### config.mk
export PLATFORM = sky130hd
export DESIGN_NAME = ctt_ctrl
export DESIGN_NICKNAME = d
export VERILOG_FILES = /design/src/rtl/core/command_correlation_tracker_top_defines.svh /design/src/rtl/core/ctt_pkg.sv /design/src/rtl/core/ctt_ctrl.sv
export SDC_FILE = /design/constraint.sdc
export NUM_CORES = 1
export LEC_CHECK = 0
export BUFFER_PORTS_ARGS = -buffer_cell sky130_fd_sc_hd__clkbuf_2
export CORE_AREA = 8 8 45 47
export DETAILED_ROUTE_END_ITERATION = 8
export DIE_AREA = 0 0 53 55
export HOLD_SLACK_MARGIN = 0.03
export PLACE_DENSITY = 0.42
export SYNTH_ARGS = -nofsm -noshare
export SYNTH_HDL_FRONTEND = slang
export SYNTH_SLANG_ARGS = --single-unit
export TNS_END_PERCENT = 5
### constraint.sdc
create_clock -name clk -period 3.75 [get_ports clk]
set_input_delay 0.75 -clock clk [delete_from_list [all_inputs] [get_ports clk]]
set_output_delay 0.75 -clock clk [all_outputs]
set_load 0.02 [all_outputs]
### src/rtl/core/command_correlation_tracker_top_defines.svh
// Assertion macros for the command correlation tracker.
`ifndef COMMAND_CORRELATION_TRACKER_TOP_DEFINES_SVH
`define COMMAND_CORRELATION_TRACKER_TOP_DEFINES_SVH

// Same-cycle implication, reset disables the check.
`define CTT_ASSERT_NOW(label, ante, cons) \
    label: assert property (@(posedge clk) disable iff (!rst_n) (ante) |-> (cons)) \
        else $error("ctt assertion failed");

// Next-cycle implication, reset disables the check.
`define CTT_ASSERT_NEXT(label, ante, cons) \
    label: assert property (@(posedge clk) disable iff (!rst_n) (ante) |=> (cons)) \
        else $error("ctt assertion failed");

`endif

### src/rtl/core/ctt_pkg.sv
package ctt_pkg;

    localparam int CFG_W          = 11;
    localparam int DEPTH_DEFAULT  = 1024;
    localparam logic [CFG_W-1:0] CAP_RESET = 11'd1024;

    localparam logic [1:0] OP_BEGIN  = 2'd0;
    localparam logic [1:0] OP_END    = 2'd1;
    localparam logic [1:0] OP_LOOKUP = 2'd2;

    typedef enum logic [1:0] {
        ST_IDLE,
        ST_EXEC,
        ST_SCAN,
        ST_FIN
    } state_t;

    typedef struct packed {
        logic [31:0] code;
        logic        done;
        logic [7:0]  pstate;
        logic [63:0] start;
        logic [31:0] cmd;
        logic [63:0] id;
    } entry_t;

    typedef struct packed {
        logic        status;
        logic [63:0] id;
        logic [31:0] cmd;
        logic [63:0] start;
        logic [7:0]  pstate;
        logic        done;
        logic [31:0] code;
    } result_t;

    typedef struct packed {
        logic load_in;
        logic exec;
        logic scan;
        logic load_out;
    } ctrl_t;

    typedef struct packed {
        logic is_search;
        logic hit;
        logic scan_done;
    } stat_t;

endpackage

### src/rtl/core/ctt_ctrl.sv
module ctt_ctrl
(
    input  logic           clk,
    input  logic           rst_n,
    input  logic           s_tvalid,
    output logic           s_tready,
    output logic           m_tvalid,
    input  logic           m_tready,
    input  ctt_pkg::stat_t stat,
    output ctt_pkg::ctrl_t ctrl
);

    ctt_pkg::state_t state_reg;
    ctt_pkg::state_t state_next;
    logic            out_valid_reg;
    logic            out_valid_next;

    always_ff @(posedge clk or negedge rst_n)
    begin
        if (!rst_n)
        begin
            state_reg     <= ctt_pkg::ST_IDLE;
            out_valid_reg <= 1'b0;
        end
        else
        begin
            state_reg     <= state_next;
            out_valid_reg <= out_valid_next;
        end
    end

    always_comb
    begin
        ctrl           = '0;
        s_tready       = 1'b0;
        state_next     = state_reg;
        out_valid_next = out_valid_reg && !m_tready;
        case (state_reg)
            ctt_pkg::ST_IDLE:
            begin
                s_tready = 1'b1;
                if (s_tvalid)
                begin
                    ctrl.load_in = 1'b1;
                    state_next   = ctt_pkg::ST_EXEC;
                end
            end
            ctt_pkg::ST_EXEC:
            begin
                ctrl.exec  = 1'b1;
                state_next = stat.is_search ? ctt_pkg::ST_SCAN : ctt_pkg::ST_FIN;
            end
            ctt_pkg::ST_SCAN:
            begin
                ctrl.scan = 1'b1;
                if (stat.hit || stat.scan_done)
                begin
                    state_next = ctt_pkg::ST_FIN;
                end
            end
            ctt_pkg::ST_FIN:
            begin
                if (!out_valid_reg || m_tready)
                begin
                    ctrl.load_out  = 1'b1;
                    out_valid_next = 1'b1;
                    state_next     = ctt_pkg::ST_IDLE;
                end
            end
            default:
            begin
                state_next = ctt_pkg::ST_IDLE;
            end
        endcase
    end

    assign m_tvalid = out_valid_reg;

endmodule

==> flow_summary.json <==
{
  "wl_per_cell_um": 9.08,
  "grt_max_degree": 6,
  "cts_resized": 0,
  "synth-seq-area-share_pct": 34.1,
  "gp_congestion": 0.606,
  "worst_pin_slew_ns": 0.481,
  "globalRoute.busiestLayer": "met2",
  "io_pins": 13,
  "holdWs_ns": 0.310,
  "startpoint_type": "input pin",
  "hold_viol_final": 0,
  "dr.first_iter.drc_count": 2,
  "clockBufferDepth": 2,
  "htreeDepth": 1,
  "grt_pass1_vias": 193,
  "drive_gt1_share_pct": 40.5,
  "p_leak_nw": 0.189,
  "antenna_found_initial": 0,
  "placedCellCount": 49,
  "cap_violations": 0,
  "root_buffer": "clkbuf_4",
  "holdCritPathClass": "in2async",
  "multi_input_area_um2": 134,
  "pre_cts_slack_ns": 1.64,
  "finalCriticalPeriod_ns": 2.11,
  "grt_util_all_layers_pct": 3.44,
  "crit_fanout": 2,
  "nets": 49,
  "critPathKind": "in2out",
  "synth_fa_ha_area_share_pct": 22.7,
  "fin_crit_sh_pct": 56.4,
  "cts_hold_buf": 0,
  "wl_um": 481,
  "hpwl_um": 438,
  "die_h_um": 55,
  "fin_util_pct": 23.6,
  "path_clk_slew_ns": 0.04,
  "finalSetupViolCount": 0,
  "synth_top_family_by_area": "adder cells",
  "yosys.area.top_type": "dfrtp_1",
  "num_vias": 197,
  "synth.area.top_cells": "dfrtp_1 34%, ha_1 23%, and2_1 5.7%",
  "fmax_mhz": 473,
  "die_w_um": 53,
  "coreArea_um2": 1380,
  "syn_inst": 21,
  "status": "finished clean",
  "grt_use_met1_pct": 2.59,
  "required_ns": 3.00,
  "insertion_delay_ns": 0.23,
  "viasPerCell": 3.72,
  "register_area_um2": 75.1,
  "area_delta_synth_final_pct": 48.3,
  "final_cells": 53,
  "avgSynthCellArea_um2": 10.5,
  "power.total_uw": 282,
  "drcViolationCount": 0,
  "ys_seq_elements": 3,
  "arrival_ns": 1.36,
  "rsz0062_at_grt": "no",
  "synth_fp_nets": 32,
  "antenna_cells": 0,
  "drt_pre_antenna_iters": 2,
  "grt_pass1_wl_um": 696,
  "cts.sinks": 3,
  "powerDensity_nw_per_um2": 865,
  "io_buffer_count": 12,
  "initial_core_util_pct": 15.9,
  "synth_cell_type_count": 13,
  "ant_nets": 0,
  "yosysTopAreaCellShare_pct": 34.1,
  "cts_tree": "built",
  "tns_ns": 0,
  "row_count": 14,
  "largest_register_ffs": 2,
  "synth_compound_area_share_pct": 7.95,
  "end_kind": "output pin",
  "postCtsSetupBuffers": 0,
  "met3_usage_pct": 1.87,
  "placed_cell_area_um2": 300,
  "ir_drop_mv": 0.202,
  "yosys_warnings": 0,
  "gr-total-overflow": 0,
  "die_area_um2": 2920,
  "synthSimpleGateAreaFrac_pct": 20.5,
  "nFillCells": 156,
  "synth-xor-area-share_pct": 0,
  "muxShareOfSynthArea_pct": 9.66,
  "final_area_um2": 327,
  "cts_buffers": 3,
  "finClkSkew_ns": 0.000658,
  "grtUsageMet2_pct": 5.86,
  "maxSlewViolCount": 0,
  "netlist_area_um2": 220,
  "max_slew_margin_pct": 67.9,
  "final.setup.worst_slack_ns": 1.64
}
==> cell type report <==
cell class,instances,share of cell area (%)
multi-input combinational,15,41.0
sequential,3,23.0
timing repair buffer,12,18.4
clock buffer,4,8.05
tap,16,6.13
inverter,3,3.45
==> report_power, final <==
part | leakage (nW) | switching (mW) | internal [mW]
logic | 0.138 | 0.0941 | 0.0675
clock network | 0.0150 | 0.0152 | 0.0398
registers | 0.0356 | 0.0153 | 0.0505
==> layout by cell type (no fill, tap or decap) <==
master     n
nor2b_1    1
inv_1      3
a211oi_1   1
clkbuf_2  12
nand2b_1   1
mux2_1     1
or2b_1     1
ha_1       4
clkbuf_1   1
mux2i_1    1
and3b_1    1
dfrtp_1    3
and2_1     2
nor2_1     1
a222oi_1   1
clkbuf_4   3
==> synthesized netlist by cell type <==
cell type and n:
ha_1 4, dfrtp_1 3, inv_1 3, and2_1 2, a211oi_1 1, a222oi_1 1, and3b_1 1, mux2_1 1
mux2i_1 1, nand2b_1 1, nor2_1 1, nor2b_1 1, or2b_1 1
==> worst paths after layout <==
kind	startpoint	to	cells past startpoint	slack, ns
setup / recovery	m_tready	ctrl[0]	4	1.64
hold / removal	rst_n	state_reg[0]$_DFFE_PN0P_	1	0.31
setup reg to reg	state_reg[0]$_DFFE_PN0P_	state_reg[1]$_DFFE_PN0P_	4	2.04
hold reg to reg	state_reg[1]$_DFFE_PN0P_	state_reg[1]$_DFFE_PN0P_	1	0.58
max in group asynchronous	rst_n	m_tvalid$_DFF_PN0_	1	3.33
min in group clk	state_reg[1]$_DFFE_PN0P_	state_reg[1]$_DFFE_PN0P_	1	0.58
==> routing by layer <==
layer | up-vias | wire [um]
met2 | 7 | 234
met1 | 87 | 163
met3 | 0 | 82
met5 | - | 0
li1 | 103 | -
met4 | 0 | 0
==> logic make-up after synthesis <==
kind of cell / after synthesis
and+or+nand+nor: 7
DFF: 3
AOI/OAI and AO/OA: 2
buffers and inverters: 3
adders and majority gates: 4
muxes: 2
==> worst max-delay path: stages <==
cell,delay (ns)
clkbuf_2,0.08
or2b_1,0.22
and2_1,0.16
clkbuf_2,0.15
No activity file was read; power rests on OpenSTA's default activity.
